## src/sv/frq_pkg.sv

```systemverilog
// ----------------------------------------------------------------------------
// Ready queue package
// Shared sizes, operation and status codes, and the controller state type.
// ----------------------------------------------------------------------------
package frq_pkg;

   // Queue geometry.
   localparam int QUEUE_DEPTH = 16;
   localparam int ID_WIDTH    = 8;
   localparam int IDX_WIDTH   = (QUEUE_DEPTH > 1) ? $clog2(QUEUE_DEPTH) : 1;
   localparam int COUNT_WIDTH = $clog2(QUEUE_DEPTH + 1);

   // Fixed widths of the result fields.
   localparam int OCC_WIDTH   = 5;

   typedef enum logic [1:0] {
      OP_ADD      = 2'd0,
      OP_DISPATCH = 2'd1,
      OP_REMOVE   = 2'd2,
      OP_NOP      = 2'd3
   } opcode_type;

   typedef enum logic [1:0] {
      STS_OK        = 2'd0,
      STS_EMPTY     = 2'd1,
      STS_NOT_FOUND = 2'd2,
      STS_FULL      = 2'd3
   } status_type;

   // Controller states: no result held, or a result waiting for transfer.
   typedef enum logic {
      CS_IDLE   = 1'b0,
      CS_RESULT = 1'b1
   } ctl_state_type;

   // Command from controller to datapath.
   typedef struct packed {
      logic exec;       // run the operation on the request and load the result
   } ctl_cmd_type;

endpackage

```

## src/sv/frq_intf.sv

```systemverilog
// ----------------------------------------------------------------------------
// Ready queue channel interfaces
// Request and response channels with valid/ready handshakes.
// ----------------------------------------------------------------------------
interface frq_req_if;
   import frq_pkg::*;

   logic                  valid;
   logic                  ready;
   opcode_type            opcode;
   logic [ID_WIDTH-1:0]   thread_id;

   modport source (output valid, output opcode, output thread_id, input ready);
   modport sink   (input valid, input opcode, input thread_id, output ready);
endinterface

interface frq_rsp_if;
   import frq_pkg::*;

   logic                  valid;
   logic                  ready;
   logic [ID_WIDTH-1:0]   dispatched_id;
   status_type            status;
   logic [OCC_WIDTH-1:0]  occupancy;

   modport source (output valid, output dispatched_id, output status, output occupancy,
                   input ready);
   modport sink   (input valid, input dispatched_id, input status, input occupancy,
                   output ready);
endinterface

```

## src/sv/frq_ctrl.sv

```systemverilog
// ----------------------------------------------------------------------------
// Ready queue controller
// Tracks whether a result is held and issues the execute command.
// ----------------------------------------------------------------------------
module frq_ctrl (
   input  logic                clock,
   input  logic                reset,
   input  logic                req_valid,
   output logic                req_ready,
   output logic                rsp_valid,
   input  logic                rsp_ready,
   output frq_pkg::ctl_cmd_type cmd
);
   import frq_pkg::*;

   ctl_state_type state_ff;
   ctl_state_type state_in;
   logic          exec;

   // A new request is taken when the result register is free or being drained.
   assign exec = req_valid && req_ready;

   always_comb begin
      state_in = state_ff;
      unique case (state_ff)
         CS_IDLE: begin
            if (exec) state_in = CS_RESULT;
         end
         CS_RESULT: begin
            if (exec)           state_in = CS_RESULT;
            else if (rsp_ready) state_in = CS_IDLE;
         end
         default: state_in = CS_IDLE;
      endcase
   end

   always_comb begin
      req_ready = 1'b0;
      rsp_valid = 1'b0;
      unique case (state_ff)
         CS_IDLE: begin
            req_ready = 1'b1;
         end
         CS_RESULT: begin
            rsp_valid = 1'b1;
            req_ready = rsp_ready;
         end
         default: begin
            req_ready = 1'b0;
         end
      endcase
      cmd.exec = exec;
   end

   always_ff @(posedge clock) begin
      if (reset) state_ff <= CS_IDLE;
      else       state_ff <= state_in;
   end

endmodule

```

## src/sv/frq_dpath.sv

```systemverilog
// ----------------------------------------------------------------------------
// Ready queue datapath
// Slot chain with parallel compare, gap closing shift, and result register.
// ----------------------------------------------------------------------------
module frq_dpath (
   input  logic                             clock,
   input  logic                             reset,
   input  frq_pkg::ctl_cmd_type             cmd,
   input  frq_pkg::opcode_type              opcode,
   input  logic [frq_pkg::ID_WIDTH-1:0]     thread_id,
   output logic [frq_pkg::ID_WIDTH-1:0]     dispatched_id,
   output frq_pkg::status_type              status,
   output logic [frq_pkg::OCC_WIDTH-1:0]    occupancy
);
   import frq_pkg::*;

   logic [ID_WIDTH-1:0]    slot_ff [QUEUE_DEPTH];
   logic [COUNT_WIDTH-1:0] count_ff;
   logic [COUNT_WIDTH-1:0] count_in;

   logic [ID_WIDTH-1:0]    disp_ff,   disp_in;
   status_type             status_ff, status_in;
   logic [OCC_WIDTH-1:0]   occ_ff;

   logic [QUEUE_DEPTH-1:0] match;      // valid slot equal to the identifier
   logic [QUEUE_DEPTH-1:0] shift_mask; // slots at or behind the removed entry
   logic                   empty, full, found;
   logic                   do_write, do_shift;
   logic [IDX_WIDTH-1:0]   tail_idx;

   assign empty    = (count_ff == '0);
   assign full     = (count_ff == COUNT_WIDTH'(QUEUE_DEPTH));
   assign tail_idx = count_ff[IDX_WIDTH-1:0];

   for (genvar i = 0; i < QUEUE_DEPTH; i++) begin : g_cmp
      assign match[i] = (COUNT_WIDTH'(i) < count_ff) && (slot_ff[i] == thread_id);
   end

   // The first match opens the shift region; everything behind it moves up.
   always_comb begin
      shift_mask[0] = match[0];
      for (int i = 1; i < QUEUE_DEPTH; i++) begin
         shift_mask[i] = shift_mask[i-1] | match[i];
      end
   end
   assign found = shift_mask[QUEUE_DEPTH-1];

   always_comb begin
      do_write  = 1'b0;
      do_shift  = 1'b0;
      count_in  = count_ff;
      disp_in   = '0;
      status_in = STS_OK;
      unique case (opcode)
         OP_ADD: begin
            if (full) begin
               status_in = STS_FULL;
            end else begin
               do_write = 1'b1;
               count_in = count_ff + COUNT_WIDTH'(1);
            end
         end
         OP_DISPATCH: begin
            if (empty) begin
               status_in = STS_EMPTY;
            end else begin
               disp_in  = slot_ff[0];
               do_shift = 1'b1;
               count_in = count_ff - COUNT_WIDTH'(1);
            end
         end
         OP_REMOVE: begin
            if (empty) begin
               status_in = STS_EMPTY;
            end else if (!found) begin
               status_in = STS_NOT_FOUND;
            end else begin
               do_shift = 1'b1;
               count_in = count_ff - COUNT_WIDTH'(1);
            end
         end
         default: begin
            status_in = STS_OK;
         end
      endcase
   end

   // Slot chain. Dispatch shifts the whole chain; remove only the masked part.
   for (genvar i = 0; i < QUEUE_DEPTH; i++) begin : g_slot
      logic shift_here;
      assign shift_here = do_shift && ((opcode == OP_DISPATCH) || shift_mask[i]);
      always_ff @(posedge clock) begin
         if (cmd.exec) begin
            if (do_write && (tail_idx == IDX_WIDTH'(i))) begin
               slot_ff[i] <= thread_id;
            end else if (shift_here && (i < QUEUE_DEPTH - 1)) begin
               slot_ff[i] <= slot_ff[(i < QUEUE_DEPTH - 1) ? i + 1 : i];
            end
         end
      end
   end

   always_ff @(posedge clock) begin
      if (reset) begin
         count_ff <= '0;
      end else if (cmd.exec) begin
         count_ff <= count_in;
      end
   end

   always_ff @(posedge clock) begin
      if (cmd.exec) begin
         disp_ff   <= disp_in;
         status_ff <= status_in;
         occ_ff    <= OCC_WIDTH'(count_in);
      end
   end

   assign dispatched_id = disp_ff;
   assign status        = status_ff;
   assign occupancy     = occ_ff;

   // The entry count never passes the queue depth.
   a_count_bound: assert property (@(posedge clock) disable iff (reset)
      count_ff <= COUNT_WIDTH'(QUEUE_DEPTH))
      else $error("entry count beyond queue depth");

   // An add into a full queue leaves the count alone and reports full.
   a_full_drop: assert property (@(posedge clock) disable iff (reset)
      cmd.exec && (opcode == OP_ADD) && full |=> full && (status_ff == STS_FULL))
      else $error("add to full queue not dropped");

   // A successful dispatch returns the old head and shortens the queue by one.
   a_dispatch: assert property (@(posedge clock) disable iff (reset)
      cmd.exec && (opcode == OP_DISPATCH) && !empty
      |=> (disp_ff == $past(slot_ff[0])) && (count_ff == $past(count_ff) - COUNT_WIDTH'(1)))
      else $error("dispatch did not pop the head");

   // A remove that reports not found leaves the count unchanged.
   a_not_found: assert property (@(posedge clock) disable iff (reset)
      cmd.exec && (opcode == OP_REMOVE) && !empty && !found
      |=> (status_ff == STS_NOT_FOUND) && (count_ff == $past(count_ff)))
      else $error("failed remove changed the queue");

endmodule

```

## src/sv/fifo_ready_queue_with_removal_core.sv

```systemverilog
// A result is presented in the cycle after its request transfer.
// Throughput: one operation per cycle unless stalled; each finishes in a single
// pass through the slot chain, whose parallel compare and shift set the figure.
// The next request transfer is taken in the same cycle the held result leaves.
// Reset (synchronous, active high) empties the queue and drops any held
// result; slot contents are not cleared and are never read before written.
// ----------------------------------------------------------------------------
// Ready queue core
// Round-robin scheduler ready queue: add, dispatch head, remove by identifier.
// ----------------------------------------------------------------------------
module fifo_ready_queue_with_removal_core (
   input  logic       clock,
   input  logic       reset,
   frq_req_if.sink    req_ch,
   frq_rsp_if.source  rsp_ch
);
   import frq_pkg::*;

   // Command path from the controller into the datapath. The controller only
   // decides when a request transfer happens and when the result register is
   // occupied; the datapath does all the queue work in the transfer cycle.
   ctl_cmd_type cmd;

   // The controller holds the response valid flag. A new request is accepted
   // whenever the result register is empty or its contents are being taken
   // in the same cycle, so requests can flow back to back.
   frq_ctrl u_ctrl (
      .clock     (clock),
      .reset     (reset),
      .req_valid (req_ch.valid),
      .req_ready (req_ch.ready),
      .rsp_valid (rsp_ch.valid),
      .rsp_ready (rsp_ch.ready),
      .cmd       (cmd)
   );

   // The datapath keeps the slot chain with the head at slot zero. Adds write
   // at the tail, dispatch shifts every slot toward the head, and remove
   // compares all valid slots at once, picks the match nearest the head and
   // shifts only the slots from there back. The result fields are registered.
   frq_dpath u_dpath (
      .clock         (clock),
      .reset         (reset),
      .cmd           (cmd),
      .opcode        (req_ch.opcode),
      .thread_id     (req_ch.thread_id),
      .dispatched_id (rsp_ch.dispatched_id),
      .status        (rsp_ch.status),
      .occupancy     (rsp_ch.occupancy)
   );

endmodule
```

## src/flat_wrapper.sv

```systemverilog
// flat-port wrapper written by rule: the top's interface ports become plain ports
module fifo_ready_queue_with_removal_core_flat import frq_pkg::*;
  (clock, reset, req_ch_valid, req_ch_opcode, req_ch_thread_id, req_ch_ready, rsp_ch_valid, rsp_ch_dispatched_id, rsp_ch_status, rsp_ch_occupancy, rsp_ch_ready);
  frq_req_if req_ch_i ();
  frq_rsp_if rsp_ch_i ();
  input  logic clock;
  input  logic reset;
  input wire logic [$bits(req_ch_i.valid)-1:0] req_ch_valid;
  input wire logic [$bits(req_ch_i.opcode)-1:0] req_ch_opcode;
  input wire logic [$bits(req_ch_i.thread_id)-1:0] req_ch_thread_id;
  output wire logic [$bits(req_ch_i.ready)-1:0] req_ch_ready;
  output wire logic [$bits(rsp_ch_i.valid)-1:0] rsp_ch_valid;
  output wire logic [$bits(rsp_ch_i.dispatched_id)-1:0] rsp_ch_dispatched_id;
  output wire logic [$bits(rsp_ch_i.status)-1:0] rsp_ch_status;
  output wire logic [$bits(rsp_ch_i.occupancy)-1:0] rsp_ch_occupancy;
  input wire logic [$bits(rsp_ch_i.ready)-1:0] rsp_ch_ready;
  assign req_ch_i.valid = req_ch_valid;
  assign req_ch_i.opcode = req_ch_opcode;
  assign req_ch_i.thread_id = req_ch_thread_id;
  assign req_ch_ready = req_ch_i.ready;
  assign rsp_ch_valid = rsp_ch_i.valid;
  assign rsp_ch_dispatched_id = rsp_ch_i.dispatched_id;
  assign rsp_ch_status = rsp_ch_i.status;
  assign rsp_ch_occupancy = rsp_ch_i.occupancy;
  assign rsp_ch_i.ready = rsp_ch_ready;
  fifo_ready_queue_with_removal_core u_core (.clock(clock), .reset(reset), .req_ch(req_ch_i), .rsp_ch(rsp_ch_i));
endmodule
```

## config.mk

```make
export PLATFORM = sky130hd
export DESIGN_NAME = fifo_ready_queue_with_removal_core_flat
export DESIGN_NICKNAME = d
export VERILOG_FILES = /design/src/sv/frq_pkg.sv /design/src/sv/frq_intf.sv /design/src/sv/frq_ctrl.sv /design/src/sv/frq_dpath.sv /design/src/sv/fifo_ready_queue_with_removal_core.sv /design/src/flat_wrapper.sv
export SDC_FILE = /design/constraint.sdc
export NUM_CORES = 1
export LEC_CHECK = 0
export BUFFER_PORTS_ARGS = -buffer_cell sky130_fd_sc_hd__clkbuf_2
export CAP_MARGIN = 0
export CORE_AREA = 2 2 191 99
export CTS_BUF_LIST = sky130_fd_sc_hd__clkbuf_2
export DETAILED_ROUTE_END_ITERATION = 8
export DIE_AREA = 0 0 193 101
export PLACE_DENSITY = 0.7
export SLEW_MARGIN = 20
export SYNTH_ARGS = -nofsm -noshare
export SYNTH_HDL_FRONTEND = slang
export SYNTH_SLANG_ARGS = --single-unit
```

## constraint.sdc

```tcl
create_clock -name clock -period 2.9 [get_ports clock]
set_input_delay 0.29 -clock clock [delete_from_list [all_inputs] [get_ports clock]]
set_output_delay 0.29 -clock clock [all_outputs]
set_load 0.02 [all_outputs]
```

Word level (Yosys, flattened, before mapping)
Memory sizes are Yosys's and may differ from the RTL's.
Index checks and enable logic that the tools add are counted.
{ "word_totals": {"regBits": 21, "elab_cells": 306, "mem_count": 1, "ram_bits": 128, "input_bits": 14, "output_inout_bits": 17} }
{ "op_classes": {"reduce_logical": 68, "add_sub_neg": 2, "n_eq_ne": 34, "magnitude_cmp": 16, "mux": 148, "n_bitwise": 32} }
{ "memory_table": {"columns": ["memory", "depth", "width", "rd", "rd_clocked_by_memory_dff", "wr", "line", "text"], "rows": [
  ["u_core.u_dpath.slot_ff", 16, 8, 16, 0, 15, "frq_dpath.sv:17", "logic [ID_WIDTH-1:0] slot_ff [QUEUE_DEPTH];"]
]} }
{ "op_table": {"columns": ["cell", "n"], "rows": [
  ["$eq 8x8->1", 16],
  ["$mux 8", 16],
  ["$mux 1", 119],
  ["$logic_and 1x1->1", 48],
  ["$lt 4x5->1 const A", 8],
  ["$eq 4x4->1 const B", 8],
  ["$or 1x1->1", 30],
  ["$lt 3x5->1 const A", 4],
  ["$mux 5", 4],
  ["$eq 4x3->1 const B", 4],
  ["$logic_or 1x1->1", 15],
  ["$pmux 5 s3", 1],
  ["$lt 1x5->1 const A", 2],
  ["$lt 2x5->1 const A", 2],
  ["$eq 4x2->1 const B", 2],
  ["$reduce_or 8->1", 1],
  ["$mux 2", 3],
  ["$pmux 1 s2", 3],
  ["$pmux 2 s3", 1],
  ["$add 5x1->5 const B", 1],
  ["$eq 5x5->1 const B", 1],
  ["$logic_not 5->1", 1],
  ["$sub 5x1->5 const B", 1],
  ["$eq 4x1->1 const B", 1],
  ["7 further kinds", 8]
]} }

Depth between registers and ports, before layout
Gate-level depths: netlist of the first run.
An unclocked memory read counts as a cell.
{ "depth": {"depth_word": 28, "mapped_depth": 14, "mapped_depth_nobuf": 10} }

Cells and area by module
Synthesis of the first run repeated with hierarchy kept, for this count alone.
{ "unflattened": {"hier_cells": 717, "hier_area_um2": 8814.7} }
{ "by_module_without_submodules": {"columns": ["mod", "area_each_um2", "cells_each", "n_inst"], "rows": [
  ["frq_dpath", 8759.7, 712, 1],
  ["frq_ctrl", 55.1, 5, 1]
]} }

Worst setup path before layout of the first run
Ideal clock, no wire load.
{ "synth_path": {"kind": "input port to flip-flop", "from": "in req_ch_thread_id[4]", "to": "mem u_core.u_dpath.slot_ff[9][2], in the netlist u_core.u_dpath.slot_ff[1][10] (enable)", "arrival_ps": 2627, "path_slack_ps": -101, "path_buffers": 4, "required_time_ps": 2525, "cell_stages": 13, "cell_sequence": "buf_6 > buf_6 > xor2_1 > nor4_1 > nand4_1 > o311ai_1 > nand3b_4 > nor3_4 > a21oi_4 > buf_12 > o311a_1 > buf_6 > o21bai_1"} }
{ "synth_lines": {"columns": ["element", "line", "text"], "rows": [
  ["start, declared", "flat_wrapper.sv:10", "input wire logic [$bits(req_ch_i.thread_id)-1:0] req_ch_thread_id;"],
  ["end, declared", "frq_dpath.sv:17", null]
]} }

==> impl_metrics.toml, run 1 <==
[finish]
area_growth_pct = 26.43
n_antenna_cell = 0
nets = 887
layout-drive-gt1-share = 0.4600
stdcell_count = 1116
nFillCells = 1342

[synthesis]
synth_top_cell_by_area = "edfxtp_1"
ys_top_cells_by_count = "143 x edfxtp_1, 113 x mux2_2, 68 x xnor2_1, 60 x xor2_1, 28 x nor2_1"
yosysMostFrequentCell = "edfxtp_1"
synth_top_area_share = 0.4782
syn-num-nets = 723
netlist-cell-type-count = 65
async_flop_share = 0
yosysSeqAreaShare = 0.4916
synth-edff-count = 143
synth-warning-count = 0
synth.area.top_cells = "edfxtp_1 48%, mux2_2 14%, xnor2_1 6.6%, xor2_1 5.9%, o211ai_4 1.9%"
syn_inst = 700
netlist_area_um2 = 8980
ys.flop_type = "edfxtp_1"
ys_ff_latch = 149
syn_area_per_cell_um2 = 12.83

[setup_path]
slowest_delay_ns = 0.55
r2r_slack_ns = -0.20
path_cells = "xor2_1 > nor4_2 > o311ai_2 > o311ai_2 > nand3b_4 > buf_4 > or2_4 > nor3_2 > buf_4 > nor3b_4 > buf_12 > mux2_2"
crit_fanout = 9
worst-setup-path-type = "register to register"
critPathLaunchType = "register"
critPathRequiredTime_ns = 3.44
crit_path_end_kind = "register"
slowest_stage = "edfxtp_1"
crit_arrival_ns = 3.65

[sta]
worst_pin_slew_ns = 0.7677
skew_ns = 0.06031
fmax_mhz = 322.2
finalCriticalPeriod_ns = 3.104
hold_viol = 0
slew_viol_final = 0
setup_ws_ns = -0.2039
slew_headroom = 0.4870
fin_crit_sh = 1.070
setup_viol = 194
rsz0062_at_grt = "yes"

[power_and_ir_drop]
power_density_nw_per_um2 = 401.0
p_leak_nw = 4.145
worst_ir_drop_vdd_uv = 348.0

[floorplan]
io_pins = 31
fp-row-count = 35
dieArea_um2 = 19490
core_um2 = 17950
start_util = 0.5001
fp.dieH_um = 101
die_w_um = 193

[grt]
gr-total-overflow = 0
grt_pass1_vias = 6335
antenna_found_initial = 0
track_usage = 0.2701
grt_pass1_wl_mm = 38.37
grt_max_degree = 23

[clocking]
max-clock-path-buffers = 2
cts.sinks = 149
htreeDepth = 4
ctsRootBufferMaster = "clkbuf_2"
cts_tree = "done"
worstSkewPairLatency_ns = 0.77
clk_pin_slew_ns = 0.24
cts_buffers = 17

[routing]
routed_wl_mm = 25.89
drtAntennaViolNets = 0
drt-initial-drc-count = 706
drtPass1Iterations = 7
drcViolationCount = 0
routedWlPerCell_um = 23.19
vias = 6666
viasPerCell = 5.973

[placement]
dp_hpwl_mm = 18.47
routabilityCongestion = 0.9454
dp_cells = 1051
dp_slack_ns = -0.5439
port_buffers = 30

[run_status]
status = "complete, but fails checks"
violations = "negative setup slack"

[flow_run]
drv_cap = 0

[min_path]
hp-class = "input port to register"
logic make-up after synthesis:
logic type / after synthesis / synth area share
flip-flops: 149 / 0.4916
AND/OR/NAND/NOR: 134 / 0.08402
XOR/XNOR: 128 / 0.1248
multiplexers: 124 / 0.1584
AO/OA/AOI/OAI: 92 / 0.08709
buffers and inverters: 64 / 0.04152
adder cells (fa/ha/maj): 9 / 0.01254
area by class of cell:
cell class | instances | area, µm² | area share
clock buffers | 18 | 90.09 | 0.007935
well taps | 240 | 300.3 | 0.02645
clock inverters | 13 | 168.9 | 0.01488
multi-input cells | 494 | 4688 | 0.4129
flip-flops and latches | 149 | 4420 | 0.3894
inverters | 12 | 45.04 | 0.003967
repair buffers | 190 | 1640 | 0.1445
where the power goes:
group          leakage, nW  switching [mW]  internal (mW)
sequential            1.35          0.0203           2.40
clock                0.153           0.819          0.495
combinational         2.64           0.464          0.357
total                 4.15            1.30           3.25
path summary, 6_finish.rpt:
kind / endpoint / startpoint / cells after the start
max: u_core.u_dpath.slot_ff[1][42] / u_core.u_dpath.slot_ff[0][53] / 12
min: u_core.u_dpath.slot_ff[0][18] / req_ch_thread_id[2] / 3
max reg2reg: u_core.u_dpath.slot_ff[1][42] / u_core.u_dpath.slot_ff[0][53] / 12
min reg2reg: u_core.u_dpath.dispatched_id[6] / u_core.u_dpath.slot_ff[0][6] / 1
cell usage in the layout, fill, tap and decap left out, types with 11 or more instances in the layout:
cell type  count
mux2_2        94
a21oi_1       12
o21ai_0       11
mux2_4        27
buf_12        16
nand2_1       26
nand4_1       16
o211ai_4      13
xnor2_1       67
clkbuf_2      48
edfxtp_1     143
inv_1         11
xor2_1        60
buf_4        123
nor2_1        24
layer usage:
layer	track usage	routed length, µm	vias up
li1	-	-	2961
met1	0.4382	12510	3330
met2	0.3504	10290	349
met3	0.07483	2817	26
met4	0.05070	267	0
met5	0	0	-
worst max-delay path, delay by kind of cell, from the launching register on:
kind	cells	cell delay [ns]
compound gates	2	0.39
mux	1	0.33
simple gates	5	0.99
buf+inv	3	0.43
xor+xnor	1	0.20
flops	1	0.55
state kept, by name, summed over array words and instances (netlist names):
signal,cells
u_core.u_dpath.dispatched_id,8
u_core.u_ctrl.state_ff,1
u_core.u_dpath.count_ff,5
u_core.u_dpath.occupancy,5
u_core.u_dpath.slot_ff,128
u_core.u_dpath.status,2
per-stage QoR:
step	instance area, µm²	power [mW]	utilization	hold slack, ns	setup TNS [ns]
after CTS	11040	4.513	0.6146	0.01479	-1.657
after global placement	10310	3.159	0.5740	0.5052	-94.90
final	11350	4.553	0.6323	0.08443	-16.63
after global routing	11350	4.706	0.6323	0.006401	-34.16
after detailed placement	10310	3.172	0.5740	0.5407	-101.90
after floorplan	8997	2.903	-	0.3591	0
timing repair:
action                     CTS  global route
hold buffers                 8             1
resized for setup           43            60
pin swaps                   12             7
buffers inserted            16             6
hold endpoints to repair    13             1
gates cloned                 3             4
setup endpoints to repair  250           248
Power figures use the tool's default switching activity.
==> run 2: changes to the inputs <==
Settings changed: CORE_AREA 2 2 191 99 to 2 2 189 98, DIE_AREA 0 0 193 101 to 0 0 191 100, RECOVER_POWER from default to 100, SYNTH_HIERARCHICAL from default to 1.
==> run 2 against run 1 <==
The run still ends with negative setup slack left. Synthesized area fell by 1.8%. Power rose by 0.97%. Count of clock-buffer cells in the layout unchanged. Cell count rose by 1.9%. Non-clock buffer count increased by 10. Combinational power is 9.4% higher. Critical endpoint is now u_core/u_dpath/slot_ff[1][15]. Global-route usage decreased by 1.2 points. Clock power down 4%. Design area rose by 1.7%.
==> impl_metrics.toml, run 2 <==
[run_status]
status = "complete, but fails checks"
violations = "negative setup slack"

[sta]
finalCriticalPeriod_ns = 2.977
slew_viol_final = 0
setup_ws_ns = -0.07679
fmax_mhz = 335.9
slew_headroom = 0.4262
setup_viol = 71
skew_ns = 0.05093
worst_pin_slew_ns = 0.8608
fin_crit_sh = 1.026
rsz0062_at_grt = "yes"
hold_viol = 0

[floorplan]
fp-row-count = 35
die_w_um = 191
start_util = 0.4970
core_um2 = 17740
dieArea_um2 = 19100
fp.dieH_um = 100
io_pins = 31

[setup_path]
crit_fanout = 12
crit_arrival_ns = 3.51
r2r_start = "u_core/u_dpath/slot_ff[0][11]"
crit_path_end_kind = "register"
critPathLaunchType = "input port"
worst-setup-path-type = "input port to register"
cp-startpoint = "req_ch_thread_id[7]"
critPathRequiredTime_ns = 3.43

[synthesis]
yosysMostFrequentCell = "edfxtp_1"
ys_top_cells_by_count = "143 x edfxtp_1, 110 x mux2_2, 72 x xnor2_1, 56 x xor2_1, 30 x nor2_1"
synth_top_area_share = 0.4872
ys.flop_type = "edfxtp_1"
synth_top_cell_by_area = "edfxtp_1"
synth-edff-count = 143
syn_inst = 717
syn_area_per_cell_um2 = 12.29
netlist-cell-type-count = 64
synth-warning-count = 6
async_flop_share = 0
syn-num-nets = 740
netlist_area_um2 = 8815
ys_ff_latch = 149
synth.area.top_cells = "edfxtp_1 49%, mux2_2 14%, xnor2_1 7.2%, xor2_1 5.6%, dfxtp_1 1.4%"
yosysSeqAreaShare = 0.5008

[grt]
track_usage = 0.2578
grt_max_degree = 26
antenna_found_initial = 0
grt_pass1_wl_mm = 37.01
grt_pass1_vias = 6521
gr-total-overflow = 0

[power_and_ir_drop]
p_leak_nw = 4.174
worst_ir_drop_vdd_uv = 255.4
total_power_mw = 4.597
power_density_nw_per_um2 = 397.9

[finish]
area_growth_pct = 31.04
final_cell_mix = "143 x edfxtp_1, 120 x buf_4, 87 x mux2_2"
final_common_cell = "edfxtp_1"
largest_register_ffs = 128
n_antenna_cell = 0
fin_util = 0.6513
top_register = "u_core/u_dpath/slot_ff"
nets = 907
layout-drive-gt1-share = 0.4459

[routing]
drtPass1Iterations = 5
viasPerCell = 5.899
routed_wl_mm = 24.97
drt-initial-drc-count = 600
drcViolationCount = 0
routedWlPerCell_um = 21.96
vias = 6707
drtAntennaViolNets = 0

[placement]
port_buffers = 30
dp_hpwl_mm = 17.34
routabilityCongestion = 0.8836

[clocking]
worstSkewPairLatency_ns = 0.77
clk_pin_slew_ns = 0.25
ctsRootBufferMaster = "clkbuf_2"
htreeDepth = 4
cts_tree = "done"
cts.sinks = 149
max-clock-path-buffers = 2
cts_buffers = 17

[min_path]
hp-class = "input port to register"
hold_start = "req_ch_thread_id[5]"

[flow_run]
drv_cap = 0
## run 2: worst paths after layout
path,slack [ns],cells after the start,end
max,-0.08,14,u_core/u_dpath/slot_ff[1][15]
min,0.09,3,u_core/u_dpath/slot_ff[0][53]
max reg2reg,-0.07,11,u_core/u_dpath/slot_ff[1][40]
min reg2reg,0.62,1,u_core/u_dpath/slot_ff[1][46]
## run 2: logic make-up (layout without fill, tap and decap cells)
| family | after synthesis | in the layout | share of synthesized area |
|---|---|---|---|
| buffers and inverters | 69 | 245 | 0.03520 |
| DFF | 149 | 149 | 0.5008 |
| xor gates and xnor gates | 128 | 128 | 0.1272 |
| muxes | 122 | 122 | 0.1556 |
| adders and majority gates | 9 | 9 | 0.01278 |
| and+or+nand+nor | 155 | 156 | 0.09241 |
| AOI/OAI and AO/OA | 85 | 88 | 0.07608 |
## run 2: layer usage
| layer | wire (µm) | share of wire | vias to the layer above | global-route usage |
|---|---|---|---|---|
| met2 | 10590 | 0.42 | 337 | 0.3751 |
| met4 | 252 | 0.010 | 0 | 0.05546 |
| met3 | 2160 | 0.087 | 34 | 0.05524 |
| met1 | 11970 | 0.48 | 3329 | 0.3944 |
| met5 | 0 | 0 | - | 0 |
| li1 | - | - | 3007 | - |
## run 2: final cells by class
type                            instances  area [µm²]
Timing Repair Buffer                  200        1720
Inverter                               13       48.80
Tap cell                              240       300.3
Clock inverter                         14       151.4
Clock buffer                           18       90.09
Fill cell                            1314        6185
Sequential cell                       149        4428
Multi-Input combinational cell        503        4812
## run 2: metrics by stage
stage	hold WS (ns)	instances	setup slack, ns	cell area (µm²)	setup TNS (ns)
after CTS	0.01771	1127	-0.04220	11200	-0.4206
after floorplan	0.3524	717	-0.1107	9101	-4.928
after detailed placement	0.5099	1075	-0.4172	10540	-57.64
after global routing	0.01962	1137	-0.1379	11550	-9.866
after global placement	0.4889	1075	-0.3334	10540	-46.18
final	0.09202	1137	-0.07679	11550	-2.282
## run 2: where the power goes
part	total, mW	internal, mW	switching [mW]
clock	1.26	0.410	0.853
combinational	0.898	0.407	0.491
sequential	2.44	2.40	0.0306
## run 2: what timing repair did
action / 4_1_cts / 5_1_grt
pin swaps: 11 / 10
cloned: 1 / 5
setup buffers: 10 / 9
endpoints found under the setup margin: 207 / 228
hold buffers: 9 / 0
gates resized for setup: 41 / 68
endpoints found under the hold margin: 16 / 0
## run 2: worst max-delay path, cell delays in order
cell and delay (ns):
dlygate4sd3_1 0.53, clkbuf_1 0.15, buf_12 0.18, buf_12 0.15, xor2_1 0.30, nor4_2 0.11
o211ai_1 0.14, o31ai_2 0.12, or3_4 0.41, o31a_1 0.36, buf_6 0.17, o221a_4 0.13
buf_12 0.14, mux2_4 0.29
